### src/rtl/core/bbld_pkg.sv
// ----------------------------------------------------------------------------
// bbld_pkg
// Shared types, codes and helpers of the byte-budgeted lru directory.
// ----------------------------------------------------------------------------
package bbld_pkg;

    localparam int DEPTH_DEF    = 16;
    localparam int KEY_BITS_DEF = 32;
    localparam int USED_W       = 40;

    // request kinds
    localparam logic [1:0] ACT_GET   = 2'd0;
    localparam logic [1:0] ACT_PUT   = 2'd1;
    localparam logic [1:0] ACT_CLEAR = 2'd2;

    // configuration register indexes
    localparam logic CFG_BYTE_LIMIT = 1'b0;
    localparam logic CFG_CHECKS_ON  = 1'b1;

    typedef enum logic [1:0] {
        ST_OK        = 2'd0,
        ST_MISS      = 2'd1,
        ST_TOO_LARGE = 2'd2,
        ST_FULL      = 2'd3
    } t_status;

    typedef enum logic [3:0] {
        C_NONE,
        C_LOAD,
        C_CLEAR,
        C_FIND_INIT,
        C_FIND_STEP,
        C_VIC_INIT,
        C_VIC_STEP,
        C_EV_READ,
        C_EV_MOVE,
        C_COMMIT_U,
        C_INSERT,
        C_EMIT_GET,
        C_EMIT_FINAL
    } t_cmd;

    typedef struct packed {
        t_cmd    op;
        t_status st;
    } t_ctrl_cmd;

    typedef struct packed {
        logic [1:0] action;
        logic       limit_zero;
        logic       checks;
        logic       too_big;
        logic       at_end;
        logic       match;
        logic       vic_done;
        logic       fits_u;
        logic       fits_i;
        logic       live_zero;
        logic       table_full;
        logic       vic_is_idx;
        logic       out_free;
    } t_dp_stat;

    typedef enum logic [3:0] {
        S_IDLE,
        S_DISPATCH,
        S_FIND,
        S_GET_OUT,
        S_U_CHECK,
        S_I_CHECK,
        S_VIC,
        S_VCHK,
        S_EV_MOVE,
        S_COMMIT,
        S_INSERT,
        S_FINAL
    } t_state;

    function automatic logic [USED_W-1:0] sat_add(input logic [USED_W-1:0] a,
                                                  input logic [31:0] b);
        logic [USED_W:0] s;
        s = {1'b0, a} + (USED_W + 1)'(b);
        return s[USED_W] ? {USED_W{1'b1}} : s[USED_W-1:0];
    endfunction

    function automatic logic [USED_W-1:0] sub_floor(input logic [USED_W-1:0] a,
                                                    input logic [31:0] b);
        return (a >= USED_W'(b)) ? a - USED_W'(b) : '0;
    endfunction

endpackage

### src/rtl/core/bbld_dp.sv
// ----------------------------------------------------------------------------
// bbld_dp
// Directory datapath: entry stores, byte and write counters, scan pointer,
// victim search registers and the result register.
// ----------------------------------------------------------------------------
module bbld_dp
    import bbld_pkg::*;
#(
    parameter int DEPTH    = DEPTH_DEF,
    parameter int KEY_BITS = KEY_BITS_DEF
) (
    input  logic        i_clk,
    input  logic        i_rst_n,
    input  t_ctrl_cmd   i_cmd,
    input  logic [1:0]  i_in_action,
    input  logic [31:0] i_in_key,
    input  logic [31:0] i_in_bytes,
    input  logic        i_cfg_we,
    input  logic        i_cfg_index,
    input  logic [31:0] i_cfg_data,
    output t_dp_stat    o_stat,
    input  logic        i_out_ready,
    output logic        o_out_valid,
    output logic        o_out_ev,
    output logic [31:0] o_out_key,
    output logic [1:0]  o_out_status,
    output logic [31:0] o_out_bytes,
    output logic [39:0] o_out_used,
    output logic        o_out_last
);

    localparam int IW = (DEPTH > 1) ? $clog2(DEPTH) : 1;
    localparam int CW = $clog2(DEPTH + 1);

    logic [KEY_BITS-1:0] r_key_mem   [DEPTH];
    logic [31:0]         r_size_mem  [DEPTH];
    logic [63:0]         r_stamp_mem [DEPTH];

    logic [CW-1:0]       r_live;
    logic [USED_W-1:0]   r_used;
    logic [63:0]         r_wclk;
    logic [31:0]         r_limit;
    logic                r_checks;
    logic [1:0]          r_act;
    logic [KEY_BITS-1:0] r_key;
    logic [31:0]         r_size;
    logic [CW-1:0]       r_ptr;
    logic [IW-1:0]       r_idx;
    logic [31:0]         r_idx_size;
    logic                r_found;
    logic [IW-1:0]       r_best;
    logic [63:0]         r_best_stamp;
    logic [IW-1:0]       r_victim;
    logic [KEY_BITS-1:0] r_ev_key;
    logic [31:0]         r_ev_size;
    logic                r_ov;
    logic                r_oev;
    logic [31:0]         r_okey;
    logic [1:0]          r_ost;
    logic [31:0]         r_obytes;
    logic [39:0]         r_oused;
    logic                r_olast;

    logic [63:0]         w_in64;
    logic [KEY_BITS-1:0] w_in_key;
    logic [63:0]         w_ev64;
    logic [CW-1:0]       w_live_m1;
    logic [IW-1:0]       w_last_ix;
    logic [IW-1:0]       w_raddr;
    logic [KEY_BITS-1:0] w_rd_key;
    logic [31:0]         w_rd_size;
    logic [63:0]         w_rd_stamp;
    logic [USED_W-1:0]   w_rest;
    logic                w_at_end;
    logic                w_emit;
    logic                w_hit;

    assign w_in64    = {32'b0, i_in_key};
    assign w_in_key  = w_in64[KEY_BITS-1:0];
    assign w_ev64    = 64'(r_ev_key);
    assign w_live_m1 = r_live - 1'b1;
    assign w_last_ix = w_live_m1[IW-1:0];

    always_comb begin
        unique case (i_cmd.op)
            C_EV_READ: w_raddr = r_victim;
            C_EV_MOVE: w_raddr = w_last_ix;
            default:   w_raddr = r_ptr[IW-1:0];
        endcase
    end

    assign w_rd_key   = r_key_mem[w_raddr];
    assign w_rd_size  = r_size_mem[w_raddr];
    assign w_rd_stamp = r_stamp_mem[w_raddr];

    assign w_at_end = (r_ptr == r_live);
    assign w_rest   = sub_floor(r_used, r_idx_size);
    assign w_emit   = (i_cmd.op == C_EV_MOVE) || (i_cmd.op == C_EMIT_GET)
                   || (i_cmd.op == C_EMIT_FINAL);
    assign w_hit    = r_found && (r_idx_size != 32'd0);

    always_comb begin
        o_stat.action     = r_act;
        o_stat.limit_zero = (r_limit == 32'd0);
        o_stat.checks     = r_checks;
        o_stat.too_big    = (r_size > r_limit);
        o_stat.at_end     = w_at_end;
        o_stat.match      = !w_at_end && (w_rd_key == r_key);
        o_stat.vic_done   = w_at_end || (w_rd_size == 32'd0);
        o_stat.fits_u     = ((USED_W + 1)'(w_rest) + (USED_W + 1)'(r_size))
                            <= (USED_W + 1)'(r_limit);
        o_stat.fits_i     = ((USED_W + 1)'(r_used) + (USED_W + 1)'(r_size))
                            <= (USED_W + 1)'(r_limit);
        o_stat.live_zero  = (r_live == '0);
        o_stat.table_full = (r_live >= CW'(DEPTH));
        o_stat.vic_is_idx = (r_victim == r_idx);
        o_stat.out_free   = !r_ov || i_out_ready;
    end

    // control state and counters
    always_ff @(posedge i_clk) begin
        if (!i_rst_n) begin
            r_live   <= '0;
            r_used   <= '0;
            r_wclk   <= '0;
            r_limit  <= '0;
            r_checks <= 1'b1;
            r_ov     <= 1'b0;
        end else begin
            if (i_cfg_we) begin
                unique case (i_cfg_index)
                    CFG_BYTE_LIMIT: r_limit  <= i_cfg_data;
                    CFG_CHECKS_ON:  r_checks <= i_cfg_data[0];
                endcase
            end
            unique case (i_cmd.op)
                C_CLEAR: begin
                    r_live <= '0;
                    r_used <= '0;
                    r_wclk <= '0;
                end
                C_EV_MOVE: begin
                    r_live <= w_live_m1;
                    r_used <= sub_floor(r_used, r_ev_size);
                end
                C_COMMIT_U: begin
                    r_used <= sat_add(w_rest, r_size);
                    r_wclk <= r_wclk + 64'd1;
                end
                C_INSERT: begin
                    r_live <= r_live + 1'b1;
                    r_used <= sat_add(r_used, r_size);
                    r_wclk <= r_wclk + 64'd1;
                end
                default: ;
            endcase
            if (w_emit)
                r_ov <= 1'b1;
            else if (i_out_ready)
                r_ov <= 1'b0;
        end
    end

    // request fields, scan registers and result payload
    always_ff @(posedge i_clk) begin
        unique case (i_cmd.op)
            C_LOAD: begin
                r_act  <= i_in_action;
                r_key  <= w_in_key;
                r_size <= i_in_bytes;
            end
            C_FIND_INIT: begin
                r_ptr   <= '0;
                r_found <= 1'b0;
            end
            C_FIND_STEP: begin
                if (o_stat.match) begin
                    r_found    <= 1'b1;
                    r_idx      <= r_ptr[IW-1:0];
                    r_idx_size <= w_rd_size;
                end else if (!w_at_end) begin
                    r_ptr <= r_ptr + 1'b1;
                end
            end
            C_VIC_INIT: begin
                r_ptr        <= '0;
                r_best       <= '0;
                r_best_stamp <= '1;
            end
            C_VIC_STEP: begin
                if (w_at_end) begin
                    r_victim <= r_best;
                end else if (w_rd_size == 32'd0) begin
                    r_victim <= r_ptr[IW-1:0];
                end else begin
                    if (w_rd_stamp < r_best_stamp) begin
                        r_best_stamp <= w_rd_stamp;
                        r_best       <= r_ptr[IW-1:0];
                    end
                    r_ptr <= r_ptr + 1'b1;
                end
            end
            C_EV_READ: begin
                r_ev_key  <= w_rd_key;
                r_ev_size <= w_rd_size;
            end
            C_EV_MOVE: begin
                // the entry being updated may be the one moved into the hole
                if (r_idx == w_last_ix)
                    r_idx <= r_victim;
                r_oev    <= 1'b1;
                r_okey   <= w_ev64[31:0];
                r_ost    <= ST_OK;
                r_obytes <= r_ev_size;
                r_oused  <= sub_floor(r_used, r_ev_size);
                r_olast  <= 1'b0;
            end
            C_EMIT_GET: begin
                r_oev    <= 1'b0;
                r_okey   <= '0;
                r_ost    <= w_hit ? ST_OK : ST_MISS;
                r_obytes <= w_hit ? r_idx_size : 32'd0;
                r_oused  <= r_used;
                r_olast  <= 1'b1;
            end
            C_EMIT_FINAL: begin
                r_oev    <= 1'b0;
                r_okey   <= '0;
                r_ost    <= i_cmd.st;
                r_obytes <= '0;
                r_oused  <= r_used;
                r_olast  <= 1'b1;
            end
            default: ;
        endcase
    end

    // entry stores
    always_ff @(posedge i_clk) begin
        unique case (i_cmd.op)
            C_EV_MOVE: begin
                // last live entry fills the freed slot
                if (CW'(r_victim) < w_live_m1) begin
                    r_key_mem[r_victim]   <= w_rd_key;
                    r_size_mem[r_victim]  <= w_rd_size;
                    r_stamp_mem[r_victim] <= w_rd_stamp;
                end
            end
            C_COMMIT_U: begin
                r_size_mem[r_idx]  <= r_size;
                r_stamp_mem[r_idx] <= r_wclk + 64'd1;
            end
            C_INSERT: begin
                r_key_mem[r_live[IW-1:0]]   <= r_key;
                r_size_mem[r_live[IW-1:0]]  <= r_size;
                r_stamp_mem[r_live[IW-1:0]] <= r_wclk + 64'd1;
            end
            default: ;
        endcase
    end

    assign o_out_valid  = r_ov;
    assign o_out_ev     = r_oev;
    assign o_out_key    = r_okey;
    assign o_out_status = r_ost;
    assign o_out_bytes  = r_obytes;
    assign o_out_used   = r_oused;
    assign o_out_last   = r_olast;

    a_live_bound: assert property (@(posedge i_clk) disable iff (!i_rst_n)
        r_live <= CW'(DEPTH))
        else $error("live count above depth");

    a_emit_free: assert property (@(posedge i_clk) disable iff (!i_rst_n)
        w_emit |-> (!r_ov || i_out_ready))
        else $error("result written over a pending one");

    a_evict_live: assert property (@(posedge i_clk) disable iff (!i_rst_n)
        (i_cmd.op == C_EV_MOVE) |-> (r_live != '0 && CW'(r_victim) < r_live))
        else $error("eviction outside live entries");

    a_insert_room: assert property (@(posedge i_clk) disable iff (!i_rst_n)
        (i_cmd.op == C_INSERT) |-> (r_live < CW'(DEPTH)))
        else $error("insert into a full table");

endmodule

### src/rtl/core/bbld_ctrl.sv
// ----------------------------------------------------------------------------
// bbld_ctrl
// Request sequencer: key search, victim search, eviction loop and results.
// ----------------------------------------------------------------------------
module bbld_ctrl
    import bbld_pkg::*;
(
    input  logic      i_clk,
    input  logic      i_rst_n,
    input  logic      i_in_valid,
    output logic      o_in_ready,
    input  t_dp_stat  i_stat,
    output t_ctrl_cmd o_cmd
);

    t_state  r_state, n_state;
    logic    r_upd, n_upd;
    t_status r_st, n_st;

    always_ff @(posedge i_clk) begin
        if (!i_rst_n) begin
            r_state <= S_IDLE;
            r_upd   <= 1'b0;
            r_st    <= ST_OK;
        end else begin
            r_state <= n_state;
            r_upd   <= n_upd;
            r_st    <= n_st;
        end
    end

    always_comb begin
        n_state    = r_state;
        n_upd      = r_upd;
        n_st       = r_st;
        o_cmd.op   = C_NONE;
        o_cmd.st   = r_st;
        o_in_ready = 1'b0;
        unique case (r_state)
            S_IDLE: begin
                o_in_ready = 1'b1;
                if (i_in_valid) begin
                    o_cmd.op = C_LOAD;
                    n_state  = S_DISPATCH;
                end
            end
            S_DISPATCH: begin
                n_state = S_FINAL;
                n_st    = ST_OK;
                priority if (i_stat.action == ACT_GET) begin
                    if (i_stat.limit_zero) begin
                        n_st = ST_MISS;
                    end else begin
                        o_cmd.op = C_FIND_INIT;
                        n_state  = S_FIND;
                    end
                end else if (i_stat.action == ACT_PUT) begin
                    if (i_stat.limit_zero) begin
                        n_st = ST_OK;
                    end else if (i_stat.checks && i_stat.too_big) begin
                        n_st = ST_TOO_LARGE;
                    end else begin
                        o_cmd.op = C_FIND_INIT;
                        n_state  = S_FIND;
                    end
                end else if (i_stat.action == ACT_CLEAR) begin
                    o_cmd.op = C_CLEAR;
                end else begin
                    n_st = ST_OK;
                end
            end
            S_FIND: begin
                o_cmd.op = C_FIND_STEP;
                if (i_stat.match || i_stat.at_end) begin
                    n_upd = i_stat.match;
                    if (i_stat.action == ACT_GET)
                        n_state = S_GET_OUT;
                    else if (i_stat.match)
                        n_state = S_U_CHECK;
                    else
                        n_state = S_I_CHECK;
                end
            end
            S_GET_OUT: begin
                if (i_stat.out_free) begin
                    o_cmd.op = C_EMIT_GET;
                    n_state  = S_IDLE;
                end
            end
            S_U_CHECK: begin
                if (!i_stat.checks || i_stat.fits_u) begin
                    n_state = S_COMMIT;
                end else begin
                    o_cmd.op = C_VIC_INIT;
                    n_state  = S_VIC;
                end
            end
            S_I_CHECK: begin
                priority if (i_stat.checks && !i_stat.fits_i) begin
                    if (i_stat.live_zero) begin
                        n_st    = ST_TOO_LARGE;
                        n_state = S_FINAL;
                    end else begin
                        o_cmd.op = C_VIC_INIT;
                        n_state  = S_VIC;
                    end
                end else if (i_stat.table_full) begin
                    n_st    = ST_FULL;
                    n_state = S_FINAL;
                end else begin
                    n_state = S_INSERT;
                end
            end
            S_VIC: begin
                o_cmd.op = C_VIC_STEP;
                if (i_stat.vic_done)
                    n_state = S_VCHK;
            end
            S_VCHK: begin
                // an update never evicts its own entry
                if (r_upd && i_stat.vic_is_idx) begin
                    n_st    = ST_TOO_LARGE;
                    n_state = S_FINAL;
                end else begin
                    o_cmd.op = C_EV_READ;
                    n_state  = S_EV_MOVE;
                end
            end
            S_EV_MOVE: begin
                if (i_stat.out_free) begin
                    o_cmd.op = C_EV_MOVE;
                    n_state  = r_upd ? S_U_CHECK : S_I_CHECK;
                end
            end
            S_COMMIT: begin
                o_cmd.op = C_COMMIT_U;
                n_st     = ST_OK;
                n_state  = S_FINAL;
            end
            S_INSERT: begin
                o_cmd.op = C_INSERT;
                n_st     = ST_OK;
                n_state  = S_FINAL;
            end
            S_FINAL: begin
                if (i_stat.out_free) begin
                    o_cmd.op = C_EMIT_FINAL;
                    n_state  = S_IDLE;
                end
            end
            default: n_state = S_IDLE;
        endcase
    end

endmodule

### src/rtl/core/byte_budget_lru_directory.sv
// ----------------------------------------------------------------------------
// byte_budget_lru_directory
// Directory of a byte-budgeted cache with least-recently-written eviction.
// ----------------------------------------------------------------------------
// Requests enter on the s channel: tuser carries the action (get, put,
// clear), tdata the key and the byte size. Results leave on the m channel;
// tuser flags an eviction report and tlast marks the final result of a
// request. Registers byte_limit (index 0) and checks_on (index 1) are written
// through the cfg channel, which is always ready; the user must write them
// only while the block is idle; the block itself does not enforce this. One
// request is handled at a time. A get searches the table one entry per
// cycle, then writes its result. A put searches, checks budget and room,
// may evict (victim search, read, then a move that writes an eviction report)
// and updates or inserts; a clear, oversized put or zero limit skips search.
// A new request is taken in the cycle after the final result is written to
// the output register, even while that result still waits for the receiver.
// When the receiver stalls, the sequencer holds before writing its next
// result. Reset empties the directory, zeroes the byte count and write
// clock, sets byte_limit to 0 and checks_on to 1.
// ----------------------------------------------------------------------------
module byte_budget_lru_directory
    import bbld_pkg::*;
#(
    parameter int DEPTH    = DEPTH_DEF,
    parameter int KEY_BITS = KEY_BITS_DEF
) (
    input  logic         i_clk,
    input  logic         i_rst_n,
    input  logic         i_s_tvalid,
    output logic         o_s_tready,
    input  logic [63:0]  i_s_tdata,   // lookup_key[31:0], item_bytes[63:32]
    input  logic [1:0]   i_s_tuser,   // action[1:0]
    output logic         o_m_tvalid,
    input  logic         i_m_tready,
    output logic [111:0] o_m_tdata,   // evicted_key[31:0], status[33:32],
                                      // found_bytes[65:34], used_bytes[105:66]
    output logic [0:0]   o_m_tuser,   // is_eviction[0]
    output logic         o_m_tlast,
    input  logic         i_cfg_valid,
    output logic         o_cfg_ready,
    input  logic         i_cfg_index,
    input  logic [31:0]  i_cfg_data
);

    t_ctrl_cmd   w_cmd;
    t_dp_stat    w_stat;
    logic        w_ev;
    logic [31:0] w_key;
    logic [1:0]  w_status;
    logic [31:0] w_bytes;
    logic [39:0] w_used;

    assign o_cfg_ready = 1'b1;

    bbld_ctrl u_ctrl (
        .i_clk      (i_clk),
        .i_rst_n    (i_rst_n),
        .i_in_valid (i_s_tvalid),
        .o_in_ready (o_s_tready),
        .i_stat     (w_stat),
        .o_cmd      (w_cmd)
    );

    bbld_dp #(
        .DEPTH    (DEPTH),
        .KEY_BITS (KEY_BITS)
    ) u_dp (
        .i_clk        (i_clk),
        .i_rst_n      (i_rst_n),
        .i_cmd        (w_cmd),
        .i_in_action  (i_s_tuser),
        .i_in_key     (i_s_tdata[31:0]),
        .i_in_bytes   (i_s_tdata[63:32]),
        .i_cfg_we     (i_cfg_valid),
        .i_cfg_index  (i_cfg_index),
        .i_cfg_data   (i_cfg_data),
        .o_stat       (w_stat),
        .i_out_ready  (i_m_tready),
        .o_out_valid  (o_m_tvalid),
        .o_out_ev     (w_ev),
        .o_out_key    (w_key),
        .o_out_status (w_status),
        .o_out_bytes  (w_bytes),
        .o_out_used   (w_used),
        .o_out_last   (o_m_tlast)
    );

    assign o_m_tdata = {6'b0, w_used, w_bytes, w_status, w_key};
    assign o_m_tuser = w_ev;

endmodule
### config.mk
export PLATFORM = sky130hd
export DESIGN_NAME = byte_budget_lru_directory
export DESIGN_NICKNAME = d
export VERILOG_FILES = /design/src/rtl/core/bbld_pkg.sv /design/src/rtl/core/bbld_dp.sv /design/src/rtl/core/bbld_ctrl.sv /design/src/rtl/core/byte_budget_lru_directory.sv
export SDC_FILE = /design/constraint.sdc
export NUM_CORES = 2
export LEC_CHECK = 0
export BUFFER_PORTS_ARGS = -buffer_cell sky130_fd_sc_hd__buf_2
export CAP_MARGIN = 30
export CORE_MARGIN = 2
export CORE_UTILIZATION = 28
export CTS_CLUSTER_DIAMETER = 200
export DETAILED_ROUTE_END_ITERATION = 8
export GPL_TIMING_DRIVEN = 0
export PLACE_DENSITY_LB_ADDON = 0.08
export SLEW_MARGIN = 10
export SYNTH_ARGS = -nofsm -noshare
export SYNTH_HDL_FRONTEND = slang
export SYNTH_SLANG_ARGS = --single-unit
### constraint.sdc
create_clock -name i_clk -period 17.84 [get_ports i_clk]
set_input_delay 0.892 -clock i_clk [delete_from_list [all_inputs] [get_ports i_clk]]
set_output_delay 0.892 -clock i_clk [all_outputs]
set_load 0.03 [all_outputs]
==> impl_metrics.py <==
metrics = {
    "sta": {
        "setup_total_negative_slack_ns": 0,
        "timing.final.crit_share": 0.720,
        "setup_slack_ns": 5.00,
        "post-route-min-period_ns": 12.84,
        "skew_ns": 0.103,
        "rsz0062_at_grt": "no",
        "relSlewSlack": 0.261,
        "fmax_mhz": 77.9,
        "hold_viol": 0,
        "worst_pin_slew_ns": 1.10,
        "final-max-slew-violation-count": 0,
        "setup_viol": 0,
    },
    "clock_tree": {
        "numClockSinks": 2550,
        "cts_buffers": 308,
        "cts_resized": 0,
        "hold_buffers": 0,
        "cts_buffer_depth": 4,
        "htreeDepth": 5,
        "path_clk_slew_ns": 0.06,
        "cts-root-buf": "clkbuf_16",
        "clk_latency_ns": 0.98,
        "postCtsSetupRepairBufs": 0,
        "cts_tree": "built",
    },
    "cells_and_area": {
        "fin_nets": 9577,
        "nFillCells": 39900,
        "layout_common_cells": "edfxtp_1, nand2_1, nor2_1, buf_2, a21oi_1",
        "syn_to_final_growth_pct": 20.5,
        "drive_above_1_share": 0.172,
        "final_common_cell": "edfxtp_1",
    },
    "setup_path": {
        "rr_startpoint": "u_dp.r_idx_size[0]",
        "crit_required_ns": 18.42,
        "critPathKind": "flip-flop to flip-flop",
        "slowest_stage": "nor2_4",
        "crit_top_cell": "a21oi_1",
        "critPathLaunchType": "flip-flop",
        "cp-startpoint": "u_dp.r_idx_size[0]",
        "critPathMaxStageDelay_ns": 0.72,
        "crit_fanout": 18,
        "crit_arrival_ns": 13.42,
        "worstSetupEndpointType": "flip-flop",
    },
    "synth": {
        "netlist_area_um2": 114000,
        "async_flop_share": 0,
        "syn_avg_cell_area_um2": 13.7,
        "synth_warnings": 0,
        "ys_ff_latch": 2550,
        "yosysUniqueCellTypes": 99,
        "synth_edf_count": 2400,
        "syn_inst": 8308,
        "seq_area_frac_synth": 0.658,
        "synth_ff_type": "edfxtp_1",
    },
    "route": {
        "wl_per_cell_um": 31.2,
        "drc_errors": 0,
        "drt_pre_antenna_iters": 7,
        "wl_um": 464000,
        "vias_per_cell": 5.14,
        "first_iter_violations": 8359,
        "vias": 76400,
        "antenna_left": 0,
    },
    "power": {
        "p_sw_frac": 0.427,
        "p_int_uw": 16600,
        "ir_worst_vdd_uv": 123,
        "power.share.clock": 0.212,
        "seq_power_share": 0.327,
        "p_leak_uw": 0.0478,
        "p_per_area_nw_per_um2": 211,
        "p_sw_uw": 12400,
        "p_comb_frac": 0.460,
    },
    "status": {
        "status": "completed",
    },
    "grt": {
        "grt_max_degree": 50,
        "grt_usage": 0.218,
        "grt_pass1_vias": 75300,
        "antenna_found_initial": 27,
        "overflow": 0,
        "grt_pass1_wl_um": 632000,
    },
    "floorplan": {
        "num_io_pins": 221,
        "dieArea_um2": 412000,
        "coreArea_um2": 406000,
        "fp.dieW_um": 642,
        "start_util": 0.281,
        "die_h_um": 642,
        "num_rows": 234,
    },
    "placement": {
        "place_hpwl_um": 341000,
        "io_buffers": 213,
        "gp_congestion": 0.886,
        "dpl_worst_slack_ns": 5.14,
    },
    "worst_hold_path": {
        "worstHoldStart": "i_s_tdata[21]",
        "hp-class": "input port to flip-flop",
    },
    "run": {
        "cap_violations": 0,
    },
}
==> metal layers <==
| layer | wire (um) | vias to the layer above | part of all wire | global-route usage |
|---|---|---|---|---|
| li1 | - | 33400 | - | - |
| met1 | 204000 | 39900 | 0.44 | 0.297 |
| met2 | 221000 | 2571 | 0.48 | 0.365 |
| met3 | 23400 | 590 | 0.050 | 0.0271 |
| met4 | 15200 | 8 | 0.033 | 0.0630 |
| met5 | 53 | - | 0.00011 | 0 |
==> cells in the mapped netlist (10+ instances only) <==
master | count | share of area
ha_1 | 294 | 0.032
nand4_1 | 94 | 0.0052
or3_1 | 32 | 0.0018
nor2_1 | 387 | 0.013
o211ai_1 | 39 | 0.0026
xnor2_1 | 138 | 0.011
o2111a_1 | 18 | 0.0018
o22ai_1 | 17 | 0.00093
nand2_1 | 1257 | 0.041
dfxtp_1 | 150 | 0.026
xor2_1 | 111 | 0.0085
o21bai_1 | 17 | 0.0011
o31ai_1 | 34 | 0.0022
a21o_1 | 114 | 0.0075
o21a_1 | 29 | 0.0019
buf_1 | 55 | 0.0018
mux2i_1 | 227 | 0.020
or2_2 | 14 | 0.00077
and3_1 | 124 | 0.0068
o21ai_0 | 364 | 0.016
a41oi_1 | 15 | 0.0012
inv_1 | 258 | 0.0085
nor3b_1 | 10 | 0.00066
a22o_1 | 11 | 0.00084
buf_2 | 107 | 0.0047
and2_1 | 63 | 0.0035
a221oi_1 | 17 | 0.0013
clkbuf_1 | 230 | 0.0076
nand3_1 | 273 | 0.012
nor2b_1 | 43 | 0.0024
a211oi_1 | 27 | 0.0018
edfxtp_1 | 2400 | 0.63
a31oi_1 | 110 | 0.0060
mux2_2 | 34 | 0.0034
nor4_1 | 39 | 0.0021
a21oi_1 | 330 | 0.014
nand2b_1 | 108 | 0.0059
a22oi_1 | 13 | 0.00086
buf_4 | 39 | 0.0026
o2111ai_1 | 54 | 0.0041
mux4_2 | 307 | 0.061
a32oi_1 | 34 | 0.0026
nor3_1 | 92 | 0.0040
==> flip-flops by register name, indices dropped and copies added (netlist names), 32 cells and up <==
name	count
u_dp.r_idx_size	32
u_dp.r_size_mem	512
u_dp.r_key_mem	512
u_dp.r_size	32
u_dp.r_used	40
u_dp.r_key	32
u_dp.r_best_stamp	64
u_dp.r_ev_key	32
u_dp.r_wclk	64
u_dp.o_out_bytes	32
u_dp.r_ev_size	32
u_dp.o_out_used	40
u_dp.r_stamp_mem	1024
u_dp.o_out_key	32
u_dp.r_limit	32
==> kinds of logic after synthesis <==
| group | after synthesis | share of synthesized area |
|---|---|---|
| and+or+nand+nor | 2579 | 0.102 |
| DFF | 2550 | 0.658 |
| AOI/OAI and AO/OA | 1366 | 0.0774 |
| buffers and inverters | 695 | 0.0257 |
| muxes | 569 | 0.0840 |
| adders and majority gates | 298 | 0.0330 |
| xor gates and xnor gates | 249 | 0.0191 |
| other | 2 | 0.0000659 |
==> metrics by stage <==
stage                util  hold slack [ns]  cell area (um^2)  power (uW)  std cells
finish              0.339            0.110            137000       28900      14900
floorplan               -            0.449            114000       16100       8313
CTS                 0.338           0.0389            137000       29100      14800
global route        0.339           0.0718            137000       30100      14900
global placement    0.300            0.469            122000       22100      14000
detailed placement  0.314            0.471            127000       22900      14300
==> power groups by stage <==
stage / Clock, uW / Combinational [uW] / Sequential [uW]
after floorplan: 0 / 6460 / 9640
after global placement: 0 / 12300 / 9790
after detailed placement: 0 / 13300 / 9620
after CTS: 6290 / 13300 / 9490
after global routing: 6500 / 14100 / 9490
final: 6150 / 13300 / 9470
==> critical path, delay by kind of cell, from the launching register on <==
kind	cells	cell delay, ns
adders and majority gates	5	1.47
buffers and inverters	8	2.22
and+or+nand+nor	8	2.08
AOI/OAI and AO/OA	24	5.86
xor gates and xnor gates	1	0.24
DFF	1	0.49
==> layout make-up <==
type / instances / area, um^2 / area share
Timing Repair Buffer: 552 / 6340 / 0.0461
Buffer: 436 / 1990 / 0.0145
Antenna cell: 10 / 25.0 / 0.000182
Clock buffer: 381 / 8080 / 0.0588
Inverter: 259 / 972 / 0.00708
Multi-Input combinational cell: 5068 / 36500 / 0.266
Sequential cell: 2550 / 75100 / 0.546
Clock inverter: 176 / 1620 / 0.0118
Tap cell: 5428 / 6790 / 0.0494
==> path summary, 6_finish.rpt <==
path,to,slack [ns],cells past startpoint
worst max register to register,u_dp.r_stamp_mem[10][34],5.00,46
worst max-delay path,u_dp.r_stamp_mem[10][34],5.00,46
worst min register to register,u_dp.r_limit[25],0.47,2
worst min-delay path,u_dp.r_key[21],0.11,1
No activity file was read; power rests on OpenSTA's default activity.
